## src/rtl/pfdc_pkg.sv

```systemverilog
// ----------------------------------------------------------------------------
// pfdc_pkg: shared types and constants
// Widths, result codes, sequencer states and the result record used by the
// prime factorization block and its submodules.
// ----------------------------------------------------------------------------
package pfdc_pkg;

    localparam int VALUE_WIDTH = 32;
    localparam int IN_WIDTH    = 32;
    localparam int PRIME_WIDTH = 32;
    localparam int EXPO_WIDTH  = 5;
    localparam int COUNT_WIDTH = 11;
    localparam int MAX_OUT     = 9;

    localparam int EXP_W    = $clog2(VALUE_WIDTH + 1);
    localparam int K_W      = $clog2(MAX_OUT + 1);
    localparam int SQ_W     = VALUE_WIDTH + 2;
    localparam int DIV_CNT_W = $clog2(VALUE_WIDTH);
    localparam int TDATA_W  = ((PRIME_WIDTH + EXPO_WIDTH + COUNT_WIDTH + 7) / 8) * 8;

    typedef enum logic [1:0] {
        STATUS_FACTOR = 2'd0,
        STATUS_ONE    = 2'd1,
        STATUS_ZERO   = 2'd2
    } status_t;

    typedef enum logic [3:0] {
        ST_IDLE,
        ST_START,
        ST_SPECIAL,
        ST_TEST,
        ST_DIV,
        ST_RECORD,
        ST_NEXT,
        ST_TAIL,
        ST_FINISH
    } seq_state_t;

    typedef struct packed {
        logic                   done;
        logic                   rem_zero;
    } div_status_t;

    typedef struct packed {
        logic [PRIME_WIDTH-1:0] prime;
        logic [EXPO_WIDTH-1:0]  exponent;
        logic [COUNT_WIDTH-1:0] count;
        logic                   last;
        status_t                status;
    } out_item_t;

endpackage

```

## src/rtl/pfdc_div.sv

```systemverilog
// ----------------------------------------------------------------------------
// pfdc_div: serial restoring divider
// Produces the quotient of dividend / divisor and flags a zero remainder, one
// quotient bit per cycle. Pulses done when the result is up.
// ----------------------------------------------------------------------------
module pfdc_div
    import pfdc_pkg::*;
(
    input  logic                   aclk,
    input  logic                   aresetn,
    input  logic                   start,
    input  logic [VALUE_WIDTH-1:0] dividend,
    input  logic [VALUE_WIDTH-1:0] divisor,
    output logic [VALUE_WIDTH-1:0] quotient,
    output div_status_t            status
);

    logic [VALUE_WIDTH-1:0] r_reg, r_next;
    logic [VALUE_WIDTH-1:0] q_reg, q_next;
    logic [VALUE_WIDTH-1:0] dvs_reg, dvs_next;
    logic [DIV_CNT_W-1:0]   cnt_reg, cnt_next;
    logic                   busy_reg, busy_next;
    logic                   done_reg, done_next;

    logic [VALUE_WIDTH:0]   shifted;
    logic [VALUE_WIDTH+1:0] diff;
    logic                   borrow;

    assign shifted = {r_reg, q_reg[VALUE_WIDTH-1]};
    assign diff    = {1'b0, shifted} - {2'b00, dvs_reg};
    assign borrow  = diff[VALUE_WIDTH+1];

    always_comb begin
        r_next    = r_reg;
        q_next    = q_reg;
        dvs_next  = dvs_reg;
        cnt_next  = cnt_reg;
        busy_next = busy_reg;
        done_next = 1'b0;
        if (busy_reg) begin
            r_next   = borrow ? shifted[VALUE_WIDTH-1:0] : diff[VALUE_WIDTH-1:0];
            q_next   = {q_reg[VALUE_WIDTH-2:0], ~borrow};
            cnt_next = cnt_reg - {{(DIV_CNT_W-1){1'b0}}, 1'b1};
            if (cnt_reg == '0) begin
                busy_next = 1'b0;
                done_next = 1'b1;
            end
        end else if (start) begin
            r_next    = '0;
            q_next    = dividend;
            dvs_next  = divisor;
            cnt_next  = DIV_CNT_W'(VALUE_WIDTH - 1);
            busy_next = 1'b1;
        end
    end

    always_ff @(posedge aclk) begin
        if (!aresetn) begin
            busy_reg <= 1'b0;
            done_reg <= 1'b0;
            cnt_reg  <= '0;
        end else begin
            busy_reg <= busy_next;
            done_reg <= done_next;
            cnt_reg  <= cnt_next;
        end
    end

    always_ff @(posedge aclk) begin
        r_reg   <= r_next;
        q_reg   <= q_next;
        dvs_reg <= dvs_next;
    end

    assign quotient        = q_reg;
    assign status.done     = done_reg;
    assign status.rem_zero = (r_reg == '0);

endmodule

```

## src/rtl/pfdc_out_stage.sv

```systemverilog
// ----------------------------------------------------------------------------
// pfdc_out_stage: result output register
// Holds one result record for the master stream and accepts a new one in the
// same cycle the held one is taken.
// ----------------------------------------------------------------------------
module pfdc_out_stage
    import pfdc_pkg::*;
(
    input  logic               aclk,
    input  logic               aresetn,
    input  logic               push_valid,
    input  out_item_t          push_item,
    output logic               push_ready,
    output logic               m_axis_tvalid,
    input  logic               m_axis_tready,
    output logic [TDATA_W-1:0] m_axis_tdata,   // prime_factor, exponent, divisor_count
    output logic               m_axis_tlast,
    output logic [1:0]         m_axis_tuser    // status
);

    logic      valid_reg, valid_next;
    out_item_t item_reg, item_next;

    assign push_ready = !valid_reg || m_axis_tready;

    always_comb begin
        valid_next = valid_reg;
        item_next  = item_reg;
        if (push_valid && push_ready) begin
            valid_next = 1'b1;
            item_next  = push_item;
        end else if (m_axis_tready) begin
            valid_next = 1'b0;
        end
    end

    always_ff @(posedge aclk) begin
        if (!aresetn) begin
            valid_reg <= 1'b0;
        end else begin
            valid_reg <= valid_next;
        end
    end

    always_ff @(posedge aclk) begin
        item_reg <= item_next;
    end

    assign m_axis_tvalid = valid_reg;
    assign m_axis_tdata  = TDATA_W'({item_reg.count, item_reg.exponent, item_reg.prime});
    assign m_axis_tlast  = item_reg.last;
    assign m_axis_tuser  = item_reg.status;

endmodule

```

## src/rtl/prime_factorization_divisor_count_top.sv

```systemverilog
// ----------------------------------------------------------------------------
// prime_factorization_divisor_count_top: trial division factorizer
// Factors one number per input transfer and streams one result per distinct
// prime, the last one carrying the divisor count.
// ----------------------------------------------------------------------------
// The block takes one number, accepts nothing more until its last result is
// handed to the output register, and emits the distinct prime factors in
// ascending order with their exponents; tlast marks the final result, which
// also carries the divisor count. Zero and one give a single result. Otherwise
// each trial candidate (2, then odd numbers) is divided in the serial divider,
// and each division that removes a factor is followed by another with the
// same candidate. The serial divider sets the time: a prime input near 2^32
// tries about 32768 candidates; small or smooth numbers finish far sooner.
// ----------------------------------------------------------------------------
module prime_factorization_divisor_count_top
    import pfdc_pkg::*;
(
    input  logic               aclk,
    input  logic               aresetn,
    input  logic               s_axis_tvalid,
    output logic               s_axis_tready,
    input  logic [IN_WIDTH-1:0] s_axis_tdata,  // number_in
    output logic               m_axis_tvalid,
    input  logic               m_axis_tready,
    output logic [TDATA_W-1:0] m_axis_tdata,   // prime_factor, exponent, divisor_count
    output logic               m_axis_tlast,
    output logic [1:0]         m_axis_tuser    // status
);

    seq_state_t             state_reg, state_next;
    logic [VALUE_WIDTH-1:0] rem_reg, rem_next;
    logic [VALUE_WIDTH-1:0] d_reg, d_next;
    logic [SQ_W-1:0]        sq_reg, sq_next;
    logic [EXP_W-1:0]       e_reg, e_next;
    logic [COUNT_WIDTH-1:0] total_reg, total_next;
    logic [K_W-1:0]         k_reg, k_next;
    logic                   tail_reg, tail_next;
    logic                   pend_reg, pend_next;
    logic [VALUE_WIDTH-1:0] pend_prime_reg, pend_prime_next;
    logic [EXP_W-1:0]       pend_exp_reg, pend_exp_next;

    logic [IN_WIDTH+VALUE_WIDTH-1:0]    in_wide;
    logic [VALUE_WIDTH+PRIME_WIDTH-1:0] prime_wide;
    logic [EXP_W+EXPO_WIDTH-1:0]        exp_wide;
    logic [EXP_W:0]                     e_plus;
    logic [COUNT_WIDTH+EXP_W:0]         prod;
    logic [VALUE_WIDTH-1:0]             src_prime;

    logic                   div_start;
    logic [VALUE_WIDTH-1:0] div_quot;
    div_status_t            div_stat;

    logic                   push_valid;
    logic                   push_ready;
    out_item_t              push_item;

    assign in_wide    = {{VALUE_WIDTH{1'b0}}, s_axis_tdata};
    assign prime_wide = {{PRIME_WIDTH{1'b0}}, pend_prime_reg};
    assign exp_wide   = {{EXPO_WIDTH{1'b0}}, pend_exp_reg};
    assign e_plus     = {1'b0, e_reg} + {{EXP_W{1'b0}}, 1'b1};
    assign prod       = {{(EXP_W+1){1'b0}}, total_reg} * {{COUNT_WIDTH{1'b0}}, e_plus};
    assign src_prime  = tail_reg ? rem_reg : d_reg;

    assign s_axis_tready = (state_reg == ST_IDLE);

    always_comb begin
        state_next      = state_reg;
        rem_next        = rem_reg;
        d_next          = d_reg;
        sq_next         = sq_reg;
        e_next          = e_reg;
        total_next      = total_reg;
        k_next          = k_reg;
        tail_next       = tail_reg;
        pend_next       = pend_reg;
        pend_prime_next = pend_prime_reg;
        pend_exp_next   = pend_exp_reg;
        div_start       = 1'b0;
        push_valid      = 1'b0;
        push_item.prime    = prime_wide[PRIME_WIDTH-1:0];
        push_item.exponent = exp_wide[EXPO_WIDTH-1:0];
        push_item.count    = '0;
        push_item.last     = 1'b0;
        push_item.status   = STATUS_FACTOR;

        case (state_reg)
            ST_IDLE: begin
                if (s_axis_tvalid) begin
                    rem_next   = in_wide[VALUE_WIDTH-1:0];
                    d_next     = VALUE_WIDTH'(2);
                    sq_next    = SQ_W'(4);
                    e_next     = '0;
                    total_next = COUNT_WIDTH'(1);
                    k_next     = '0;
                    tail_next  = 1'b0;
                    pend_next  = 1'b0;
                    state_next = ST_START;
                end
            end
            ST_START: begin
                if (rem_reg <= VALUE_WIDTH'(1)) begin
                    state_next = ST_SPECIAL;
                end else begin
                    state_next = ST_TEST;
                end
            end
            ST_SPECIAL: begin
                push_valid         = 1'b1;
                push_item.prime    = '0;
                push_item.exponent = '0;
                push_item.last     = 1'b1;
                if (rem_reg == '0) begin
                    push_item.count  = '0;
                    push_item.status = STATUS_ZERO;
                end else begin
                    push_item.count  = COUNT_WIDTH'(1);
                    push_item.status = STATUS_ONE;
                end
                if (push_ready) begin
                    state_next = ST_IDLE;
                end
            end
            ST_TEST: begin
                if (sq_reg <= {2'b00, rem_reg}) begin
                    div_start  = 1'b1;
                    state_next = ST_DIV;
                end else begin
                    state_next = ST_TAIL;
                end
            end
            ST_DIV: begin
                if (div_stat.done) begin
                    if (div_stat.rem_zero) begin
                        rem_next  = div_quot;
                        e_next    = e_reg + {{(EXP_W-1){1'b0}}, 1'b1};
                        div_start = 1'b1;
                    end else if (e_reg != '0) begin
                        state_next = ST_RECORD;
                    end else begin
                        state_next = ST_NEXT;
                    end
                end
            end
            ST_RECORD: begin
                if (k_reg < K_W'(MAX_OUT)) begin
                    push_valid = pend_reg;
                    if (!pend_reg || push_ready) begin
                        pend_next       = 1'b1;
                        pend_prime_next = src_prime;
                        pend_exp_next   = e_reg;
                        k_next          = k_reg + {{(K_W-1){1'b0}}, 1'b1};
                        total_next      = prod[COUNT_WIDTH-1:0];
                        e_next          = '0;
                        state_next      = tail_reg ? ST_FINISH : ST_NEXT;
                    end
                end else begin
                    total_next = prod[COUNT_WIDTH-1:0];
                    e_next     = '0;
                    state_next = tail_reg ? ST_FINISH : ST_NEXT;
                end
            end
            ST_NEXT: begin
                if (d_reg == VALUE_WIDTH'(2)) begin
                    d_next  = VALUE_WIDTH'(3);
                    sq_next = SQ_W'(9);
                end else begin
                    d_next  = d_reg + VALUE_WIDTH'(2);
                    sq_next = sq_reg + {d_reg, 2'b00} + SQ_W'(4);
                end
                state_next = ST_TEST;
            end
            ST_TAIL: begin
                if (rem_reg > VALUE_WIDTH'(1)) begin
                    e_next     = EXP_W'(1);
                    tail_next  = 1'b1;
                    state_next = ST_RECORD;
                end else begin
                    state_next = ST_FINISH;
                end
            end
            ST_FINISH: begin
                push_valid      = 1'b1;
                push_item.count = total_reg;
                push_item.last  = 1'b1;
                if (push_ready) begin
                    pend_next  = 1'b0;
                    state_next = ST_IDLE;
                end
            end
            default: begin
                state_next = ST_IDLE;
            end
        endcase
    end

    always_ff @(posedge aclk) begin
        if (!aresetn) begin
            state_reg <= ST_IDLE;
            pend_reg  <= 1'b0;
            tail_reg  <= 1'b0;
            k_reg     <= '0;
        end else begin
            state_reg <= state_next;
            pend_reg  <= pend_next;
            tail_reg  <= tail_next;
            k_reg     <= k_next;
        end
    end

    always_ff @(posedge aclk) begin
        rem_reg        <= rem_next;
        d_reg          <= d_next;
        sq_reg         <= sq_next;
        e_reg          <= e_next;
        total_reg      <= total_next;
        pend_prime_reg <= pend_prime_next;
        pend_exp_reg   <= pend_exp_next;
    end

    pfdc_div u_div (
        .aclk     (aclk),
        .aresetn  (aresetn),
        .start    (div_start),
        .dividend (rem_next),
        .divisor  (d_reg),
        .quotient (div_quot),
        .status   (div_stat)
    );

    pfdc_out_stage u_out (
        .aclk          (aclk),
        .aresetn       (aresetn),
        .push_valid    (push_valid),
        .push_item     (push_item),
        .push_ready    (push_ready),
        .m_axis_tvalid (m_axis_tvalid),
        .m_axis_tready (m_axis_tready),
        .m_axis_tdata  (m_axis_tdata),
        .m_axis_tlast  (m_axis_tlast),
        .m_axis_tuser  (m_axis_tuser)
    );

endmodule
```

## config.mk

```make
export PLATFORM = sky130hd
export DESIGN_NAME = prime_factorization_divisor_count_top
export DESIGN_NICKNAME = d
export VERILOG_FILES = /design/src/rtl/pfdc_pkg.sv /design/src/rtl/pfdc_div.sv /design/src/rtl/pfdc_out_stage.sv /design/src/rtl/prime_factorization_divisor_count_top.sv
export SDC_FILE = /design/constraint.sdc
export NUM_CORES = 1
export LEC_CHECK = 0
export ABC_CLOCK_PERIOD_IN_PS = 10200
export BUFFER_PORTS_ARGS = -buffer_cell sky130_fd_sc_hd__buf_2
export CAP_MARGIN = 20
export CORE_MARGIN = 4
export CORE_UTILIZATION = 55
export CTS_CLUSTER_DIAMETER = 120
export DETAILED_ROUTE_END_ITERATION = 8
export PLACE_DENSITY = 0.73
export RECOVER_POWER = 50
export SKIP_LAST_GASP = 1
export SLEW_MARGIN = 20
export SYNTH_ARGS = -nofsm -noshare
export SYNTH_HDL_FRONTEND = slang
export SYNTH_HIERARCHICAL = 1
export SYNTH_SLANG_ARGS = --single-unit
```

## constraint.sdc

```tcl
create_clock -name aclk -period 10.2 [get_ports aclk]
set_input_delay 1.53 -clock aclk [delete_from_list [all_inputs] [get_ports aclk]]
set_output_delay 1.53 -clock aclk [all_outputs]
set_load 0.01 [all_outputs]
```

==> results of run 1 <==
==> cells in the final DEF, fill, tap and decap left out, types with 59 or more instances in the layout <==
cell type,count
a21oi_1,83
clkbuf_1,67
edfxtp_1,266
ha_1,148
inv_1,133
mux2_2,60
nand2_1,210
nor2_1,119
nor2b_1,73
o21ai_0,59
==> synthesized netlist by cell type (32+ instances only) <==
master / n
nand2_1: 210
clkbuf_1: 38
mux2_2: 61
inv_1: 135
edfxtp_1: 266
nor2b_1: 74
and2_1: 40
nor2_1: 120
o21ai_0: 60
a21o_1: 32
a22oi_1: 32
xor2_1: 49
dfxtp_1: 50
xnor2_1: 54
ha_1: 148
a21oi_1: 83
==> logic make-up after synthesis <==
logic type | share of synthesized area
AND/OR/NAND/NOR | 0.1596
adder cells (fa/ha/maj) | 0.1269
flip-flops | 0.4691
multiplexers | 0.03793
buffers and inverters | 0.04179
AO/OA/AOI/OAI | 0.1177
XOR/XNOR | 0.04707
==> power breakdown <==
group	switching (mW)	internal (mW)
clock network	0.526	0.739
registers	0.319	1.79
logic	1.69	1.23
total	2.54	3.75
==> how the worst min path moves through the flow <==
stage | slack, ps | start | cells past startpoint | endpoint
CTS | 490 | u_div/cnt_reg[3] | 1 | u_div/cnt_reg[3]
global placement | 470 | u_div/cnt_reg[3] | 1 | u_div/cnt_reg[3]
detailed placement | 480 | u_div/cnt_reg[3] | 1 | u_div/cnt_reg[3]
floorplan | 450 | u_div/cnt_reg[3] | 1 | u_div/cnt_reg[3]
global route | 520 | u_div/cnt_reg[3] | 1 | u_div/cnt_reg[3]
finish | 500 | u_div/cnt_reg[0] | 1 | u_div/cnt_reg[0]
==> routing by layer <==
| layer | wire length, um | vias up |
|---|---|---|
| met4 | 1075 | 0 |
| met5 | 0 | - |
| met2 | 22360 | 406 |
| met3 | 2610 | 78 |
| li1 | - | 6665 |
| met1 | 20040 | 6680 |
==> through the flow <==
stage               power (mW)  hold slack, ps    util  std cells  area [um2]
finish                   6.290           495.3  0.6104       2374       21030
global route             6.807           517.1  0.6104       2374       21030
CTS                      6.321           489.8  0.6139       2374       21150
detailed placement       5.031           481.0  0.5812       2311       20030
global placement         4.926           470.0  0.5812       2311       20030
floorplan                4.311           451.1       -       1817       19160
==> final cells by class <==
class,instances,share of cell area
Clock buffer,42,0.04289
Timing Repair Buffer,101,0.02118
Tap cell,455,0.02707
Sequential cell,316,0.4274
Multi-Input combinational cell,1303,0.4465
Inverter,136,0.02427
Clock inverter,21,0.01065
==> results_dict.tcl, run 1 <==
set metrics [dict create \
    area_growth_pct 9.755 \
    rsz0062_at_grt "no" \
    yosysSeqAreaShare 0.4691 \
    reg2reg_from "e_reg[0]" \
    synth.cell_area_um2 19160 \
    cp.depth 17 \
    synth_area_leaders "edfxtp_1 42%, ha_1 9.7%, dfxtp_1 5.2%" \
    peakVddDrop_v 0.0002504 \
    vias 13830 \
    tns_ps 0 \
    post_cts_resized 0 \
    cts_tree "done" \
    grt_pass1_wl_um 72930 \
    clk_pin_slew_ps 60 \
    synth_top_area_share 0.4168 \
    globalRouteOverflowTotal 0 \
    crit_end "total_reg[9]" \
    clockBufferDepth 3 \
    startpoint_type "flip-flop" \
    r2r_cells 17 \
    ff_latch_area_um2 8990 \
    async_reset_ff_frac 0 \
    hold_path_class "reg -> reg" \
    die_h_um 194.7 \
    multi_input_area_um2 9392 \
    routed_wl_um 46080 \
    place_hpwl_um 32720 \
    worstPathArrival_ps 5470 \
    clk_latency_ps 550 \
    clock_sinks 316 \
    status "complete, but fails checks" \
    ff2ff_setup_slack_ps 5000 \
    core_um2 34460 \
    yosys.area.top_type "edfxtp_1" \
    nFillCells 2874 \
    drive_gt1_frac 0.09015 \
    postCtsSetupBuffers 0 \
    ant_nets 0 \
    cts_root_buf "clkbuf_16" \
    grt_max_degree 79 \
    grt_pass1_vias 13580 \
    vias_per_cell 5.825 \
    io_pins 89 \
    ys.flop_type "edfxtp_1" \
    grt_use_total 0.2386 \
    wl_per_cell_um 19.41 \
    max-slew-margin-rel -1.592 \
    first_pass_iters 5 \
    antenna_found_initial 0 \
    grt.met1_usage 0.3185 \
    startpoint "e_reg[0]" \
    hold_viol 0 \
    violations "capacitance limit, slew limit" \
    largest_register_ffs 48 \
    die_area_um2 37890 \
    first_iter_violations 909 \
    maxCapViolCount 6 \
    initial_utilization 0.5561 \
    met3_usage 0.03935 \
    syn_nets 2030 \
    ctsHoldBuffers 0 \
    min_period_over_period 0.5102 \
    required_ps 10460 \
    num_rows 68 \
    synth-seq-cells 316 \
    nets 2106 \
    met2_usage 0.4070 \
    cp-end-kind "flip-flop" \
    crit_fanout 9 \
    gp_congestion 0.9364 \
    syn_area_per_cell_um2 10.55 \
    ys_types 80 \
    clock_skew_ps 23.90 \
    crit_path_max_incr_delay_ps 560 \
    diodes 0 \
    numPortBuffers 88 \
    fmax_ghz 0.1922 \
    drv_slew 225 \
    place_ws_ps 5002 \
    setup_ws_ps 4996 \
    drc 0 \
    p_leak_nw 8.299 \
    crit_top_cell "fa_1" \
    die_x_um 194.7 \
    tightest_slew_ps 3887 \
    worstPathCellList "ha_1 -> nand3_1 -> xor2_1 -> nand2b_1 -> fa_1 -> fa_1 -> inv_1 -> fa_1 -> inv_1 -> fa_1 -> inv_1 -> ha_1 -> a21oi_1 -> o21bai_1 -> a21oi_1 -> xor2_1 -> nor2_1" \
    power_density_nw_per_um2 299.0 \
    r2r_end "total_reg[9]" \
    busiest_layer "met2" \
    cp_num_buf_inv 3 \
    min_period_ps 5204 \
    cts_buffers 35 \
    cpMaxStageDelayCell "xor2_1" \
    path_delay_family "adder cells" \
    htreeDepth 2 \
    final-setup-viol-count 0 \
    yosysWarnings 6 \
    synth_edf_count 266 \
    critPathKind "reg -> reg" \
    syn_inst 1817 \
]
(Power assumes the default switching activity.)
==> run 2, diff against run 1 <==
--- a/config.mk
+++ b/config.mk
@@ -5,7 +5,7 @@
 export SDC_FILE = /design/constraint.sdc
 export NUM_CORES = 1
 export LEC_CHECK = 0
-export ABC_CLOCK_PERIOD_IN_PS = 10200
+export ABC_CLOCK_PERIOD_IN_PS = 5090
 export BUFFER_PORTS_ARGS = -buffer_cell sky130_fd_sc_hd__buf_2
 export CAP_MARGIN = 20
 export CORE_MARGIN = 4
==> constraint.sdc (replaced) <==
create_clock -name aclk -period 5.09 [get_ports aclk]
set_input_delay 0.7635 -clock aclk [delete_from_list [all_inputs] [get_ports aclk]]
set_output_delay 0.7635 -clock aclk [all_outputs]
set_load 0.01 [all_outputs]
==> run 2 against run 1 <==
The flow still finishes with violations (capacitance limit, slew limit). Final cell count increased by 0.51%. Critical endpoint unchanged. Critical path depth unchanged. Die area unchanged. Non-clock buffer count increased by 11. Sequential power increased by 100%. Clock power increased by 110%.
==> results_dict.tcl, run 2 (synthesis gave the netlist of run 1 again) <==
set metrics [dict create \
    vias 13970 \
    clock_sinks 316 \
    grt_max_degree 66 \
    clk_pin_slew_ps 60 \
    die_h_um 194.7 \
    largest_register_ffs 48 \
    required_ps 5360 \
    ctsHoldBuffers 0 \
    nFillCells 2839 \
    cts_buffers 35 \
    vias_per_cell 5.853 \
    final-setup-viol-count 0 \
    die_x_um 194.7 \
    diodes 0 \
    routed_wl_um 46560 \
    drv_slew 227 \
    numPortBuffers 88 \
    critPathKind "reg -> reg" \
    globalRouteOverflowTotal 0 \
    first_pass_iters 6 \
    ant_nets 0 \
    hold_path_class "in -> reg" \
    grt_pass1_wl_um 75380 \
    drive_gt1_frac 0.1010 \
    place_hpwl_um 33370 \
    hold_viol 0 \
    antenna_found_initial 0 \
    maxCapViolCount 6 \
    cts_root_buf "clkbuf_16" \
    grt_pass1_vias 14090 \
    hold-worst-slack_ps 470.4 \
    area_growth_pct 10.40 \
    worstPathArrival_ps 5010 \
    final_common_cell "edfxtp_1" \
    die_area_um2 37890 \
    layout_common_cells "266 x edfxtp_1, 210 x nand2_1, 148 x ha_1" \
    io_pins 89 \
    startpoint_type "flip-flop" \
    core_um2 34460 \
    initial_utilization 0.5561 \
    clock_skew_ps 18.40 \
    cp-end-kind "flip-flop" \
    min_period_over_period 0.9312 \
    status "complete, but fails checks" \
    drc 0 \
    violations "capacitance limit, slew limit" \
    clk_latency_ps 540 \
    crit_fanout 11 \
    rsz0062_at_grt "no" \
    p_leak_nw 8.375 \
    gp_congestion 0.9092 \
    fmax_ghz 0.2110 \
    htreeDepth 2 \
    tightest_slew_ps 2367 \
    min_period_ps 4740 \
    clockBufferDepth 3 \
    power_density_nw_per_um2 602.4 \
    fin_util 0.6140 \
    first_iter_violations 976 \
    tns_ps 0 \
    num_rows 68 \
    cts_tree "done" \
    wl_per_cell_um 19.51 \
    max-slew-margin-rel -0.5782 \
    nets 2117 \
    grt_use_total 0.2433 \
    peakVddDrop_v 0.0005888 \
    post_cts_resized 0 \
]
[run 2: worst max-delay path, cell delays in order, from the launching register on]
cell      delay, ps
edfxtp_1        450
clkinv_1        130
ha_1            460
and2_1          220
fa_1            470
inv_1            50
fa_1            470
inv_1            50
fa_1            530
inv_1            50
fa_1            530
inv_1            40
ha_1            330
a21oi_1         230
o21bai_1         90
a21oi_1         180
xor2_1          150
nor2_1           50
[run 2: through the flow]
step           setup slack, ps  area, um2  total power [mW]  std cells
6_report                 350.3      21160             12.74       2386
5_1_grt                  11.55      21160             13.79       2386
4_1_cts                  246.0      21260             12.79       2384
3_5_place_dp             238.9      20090             10.15       2320
3_3_place_gp             352.5      20090             9.921       2320
2_1_floorplan            389.9      19160             8.624       1817
[run 2: area by class of cell]
type,count,area (um2),area share
inverter,136,510.5,0.02413
sequential,316,8989,0.4249
clock inverter,24,254.0,0.01201
clock buffer,40,914.6,0.04323
multi-input combinational,1303,9394,0.4440
tap,455,569.3,0.02691
timing repair buffer,112,525.5,0.02484
[run 2: path summary, 6_finish.rpt]
check	startpoint	to	slack (ps)	depth (start not counted)
worst max register to register	e_reg[0]	total_reg[9]	350	17
worst min-delay path	s_axis_tdata[2]	rem_reg[2]	470	3
worst min register to register	u_div/quotient[12]	rem_reg[12]	500	2
worst max-delay path	e_reg[0]	total_reg[9]	350	17
[run 2: repair_timing]
| action | CTS | global route |
|---|---|---|
| setup buffers | 0 | 2 |
| hold endpoints to repair | 0 | 0 |
| setup endpoints to repair | 0 | 2 |
[run 2: report_power, final]
part	leakage (nW)	internal [mW]	switching, mW
combinational	4.92	2.52	3.43
sequential	2.88	3.57	0.639
clock	0.573	1.52	1.08
[run 2: layer usage]
layer / share of wire / wire [um] / track usage / up-vias
met2: 0.48 / 22340 / 0.4080 / 424
met3: 0.056 / 2594 / 0.03692 / 91
met1: 0.43 / 20070 / 0.3258 / 6754
li1: - / - / - / 6697
met5: 0 / 0 / 0 / -
met4: 0.033 / 1552 / 0.08281 / 0
==> run 3, diff against run 2 <==
--- a/config.mk
+++ b/config.mk
@@ -8,11 +8,13 @@
 export ABC_CLOCK_PERIOD_IN_PS = 5090
 export BUFFER_PORTS_ARGS = -buffer_cell sky130_fd_sc_hd__buf_2
 export CAP_MARGIN = 20
+export CELL_PAD_IN_SITES_DETAIL_PLACEMENT = 0
+export CELL_PAD_IN_SITES_GLOBAL_PLACEMENT = 2
 export CORE_MARGIN = 4
-export CORE_UTILIZATION = 55
+export CORE_UTILIZATION = 42
 export CTS_CLUSTER_DIAMETER = 120
 export DETAILED_ROUTE_END_ITERATION = 8
-export PLACE_DENSITY = 0.73
+export PLACE_DENSITY_LB_ADDON = 0.1
 export RECOVER_POWER = 50
 export SKIP_LAST_GASP = 1
 export SLEW_MARGIN = 20
==> run 3 against run 2 <==
The run still ends with capacitance limit, slew limit left. Clock skew is 5.9 ps higher. Register-to-register slack about the same. Clock power about the same. Design area up 1.1%. Global-route usage shrank 3.7 points. Sequential cell count stayed put. Combinational power about the same. Final cell count up 6.4%. Non-clock buffer count up 3. Sequential power is essentially flat. Die area increased by 30%. First-iteration DRC count fell by 19%. Critical path type unchanged.
==> results_dict.tcl, run 3 (synthesis gave the netlist of run 1 again) <==
set metrics [dict create \
    critPathKind "reg -> reg" \
    die_x_um 221.6 \
    hold_viol 0 \
    io_pins 89 \
    cts_buffers 38 \
    ff2ff_setup_slack_ps 350 \
    cell_internal_pwr_mw 7.565 \
    rsz0062_at_grt "no" \
    grt_pass1_vias 13900 \
    cts_root_buf "clkbuf_16" \
    initial_utilization 0.4232 \
    vias_per_cell 5.389 \
    first_iter_violations 792 \
    diodes 0 \
    layout_common_cells "266 x edfxtp_1, 210 x nand2_1, 148 x ha_1" \
    fin_util 0.4724 \
    clock_sinks 316 \
    cpMaxStageDelayCell "fa_1" \
    p_total_mw 12.79 \
    cp_num_buf_inv 4 \
    fmax_ghz 0.2111 \
    clock_skew_ps 24.32 \
    worstPathCellList "ha_1 -> nand3_1 -> xor2_1 -> buf_4 -> nor2b_1 -> fa_1 -> inv_1 -> fa_1 -> inv_1 -> fa_1 -> inv_1 -> fa_1 -> xor2_1 -> xnor2_1 -> xnor2_1 -> xnor2_1 -> xnor2_1 -> xnor2_1 -> nor2_1" \
    peakVddDrop_v 0.0004812 \
    final_common_cell "edfxtp_1" \
    violations "capacitance limit, slew limit" \
    clk_pin_slew_ps 60 \
    min_period_ps 4738 \
    maxCapViolCount 6 \
    hold_path_class "in -> reg" \
    grt_max_degree 52 \
    nets 2123 \
    cts_tree "done" \
    area_growth_pct 11.62 \
    num_rows 78 \
    globalRouteOverflowTotal 0 \
    wl_per_cell_um 20.20 \
    grt_pass1_wl_um 80720 \
    switching_share 0.4087 \
    drive_gt1_frac 0.09902 \
    min_period_over_period 0.9308 \
    vias 13680 \
    drv_slew 183 \
    ctsHoldBuffers 0 \
    place_hpwl_um 36980 \
    antenna_found_initial 0 \
    crit_fanout 7 \
    power_density_nw_per_um2 598.1 \
    combinationalPowerShare 0.466 \
    numPortBuffers 88 \
    crit_path_max_incr_delay_ps 530 \
    grt_use_total 0.2067 \
    ant_nets 0 \
    routed_wl_um 51300 \
    p_leak_nw 8.370 \
    p_seq_frac 0.330 \
    cp.depth 19 \
    dpl-instance-area_um2 20350 \
    clk_latency_ps 570 \
    path_delay_family "adder cells" \
    switching_power_mw 5.229 \
    status "complete, but fails checks" \
    startpoint "e_reg[0]" \
    tightest_slew_ps 2414 \
    worstPathArrival_ps 5010 \
    crit_end "total_reg[10]" \
    max-slew-margin-rel -0.6094 \
    htreeDepth 2 \
    crit_top_cell "xnor2_1" \
    hold-worst-slack_ps 439.0 \
    final_area_um2 21390 \
    first_pass_iters 7 \
    tns_ps 0 \
    die_area_um2 49110 \
    cp-end-kind "flip-flop" \
    r2r_cells 19 \
    die_h_um 221.6 \
    clockBufferDepth 3 \
    final-setup-viol-count 0 \
    r2r_end "total_reg[10]" \
    p_clk_frac 0.204 \
    startpoint_type "flip-flop" \
    reg2reg_from "e_reg[0]" \
    core_um2 45280 \
    drc 0 \
    required_ps 5370 \
    gp_congestion 0.8453 \
    largest_register_ffs 48 \
]
==> run 3: per-layer routing <==
metal,vias to the layer above,global-route usage,wire length [um]
met5,-,0,0
met4,0,0.05262,1225
met3,61,0.03429,2008
met2,241,0.3372,23870
met1,6672,0.2891,24190
li1,6709,-,-
==> run 3: final cells by class <==
type / count / area [um2]
Fill cell: 4349 / 23890
Timing Repair Buffer: 115 / 566.8
Multi-Input combinational cell: 1303 / 9392
Clock inverter: 17 / 146.4
Sequential cell: 316 / 8989
Tap cell: 600 / 750.7
Inverter: 136 / 511.7
Clock buffer: 52 / 1035
==> run 3: tightest hold or removal path: cells and delay by family <==
kind                   cells  cell delay (ps)
buffers and inverters      1               80
and+or+nand+nor            1               70
AOI/OAI and AO/OA          1               60
==> run 3: worst min path at each step <==
stage	depth (start not counted)	slack (ps)	to	startpoint
global route	3	410	rem_reg[21]	s_axis_tdata[21]
finish	3	440	rem_reg[21]	s_axis_tdata[21]
detailed placement	1	480	u_div/cnt_reg[3]	u_div/cnt_reg[3]
CTS	3	400	rem_reg[21]	s_axis_tdata[21]
global placement	1	470	u_div/cnt_reg[3]	u_div/cnt_reg[3]
floorplan	1	450	u_div/cnt_reg[3]	u_div/cnt_reg[3]
==> run 3: power groups by stage <==
stage	sequential, mW	clock [mW]	combinational, mW
finish	4.22	2.62	5.96
detailed placement	4.27	0	6.02
global placement	4.27	0	5.97
global route	4.30	2.81	6.84
floorplan	3.99	0	4.63
CTS	4.22	2.70	6.07
==> run 3: what timing repair did <==
action / in CTS / in global routing
gates resized for setup: 0 / 1
setup endpoints to repair: 0 / 1
buffers inserted: 0 / 0
==> run 3: metrics by stage <==
step | cells | setup slack [ps]
after floorplan | 1817 | 389.9
after global placement | 2470 | 370.2
after detailed placement | 2470 | 304.9
after CTS | 2539 | 282.4
after global routing | 2539 | 12.00
final | 2539 | 352.5
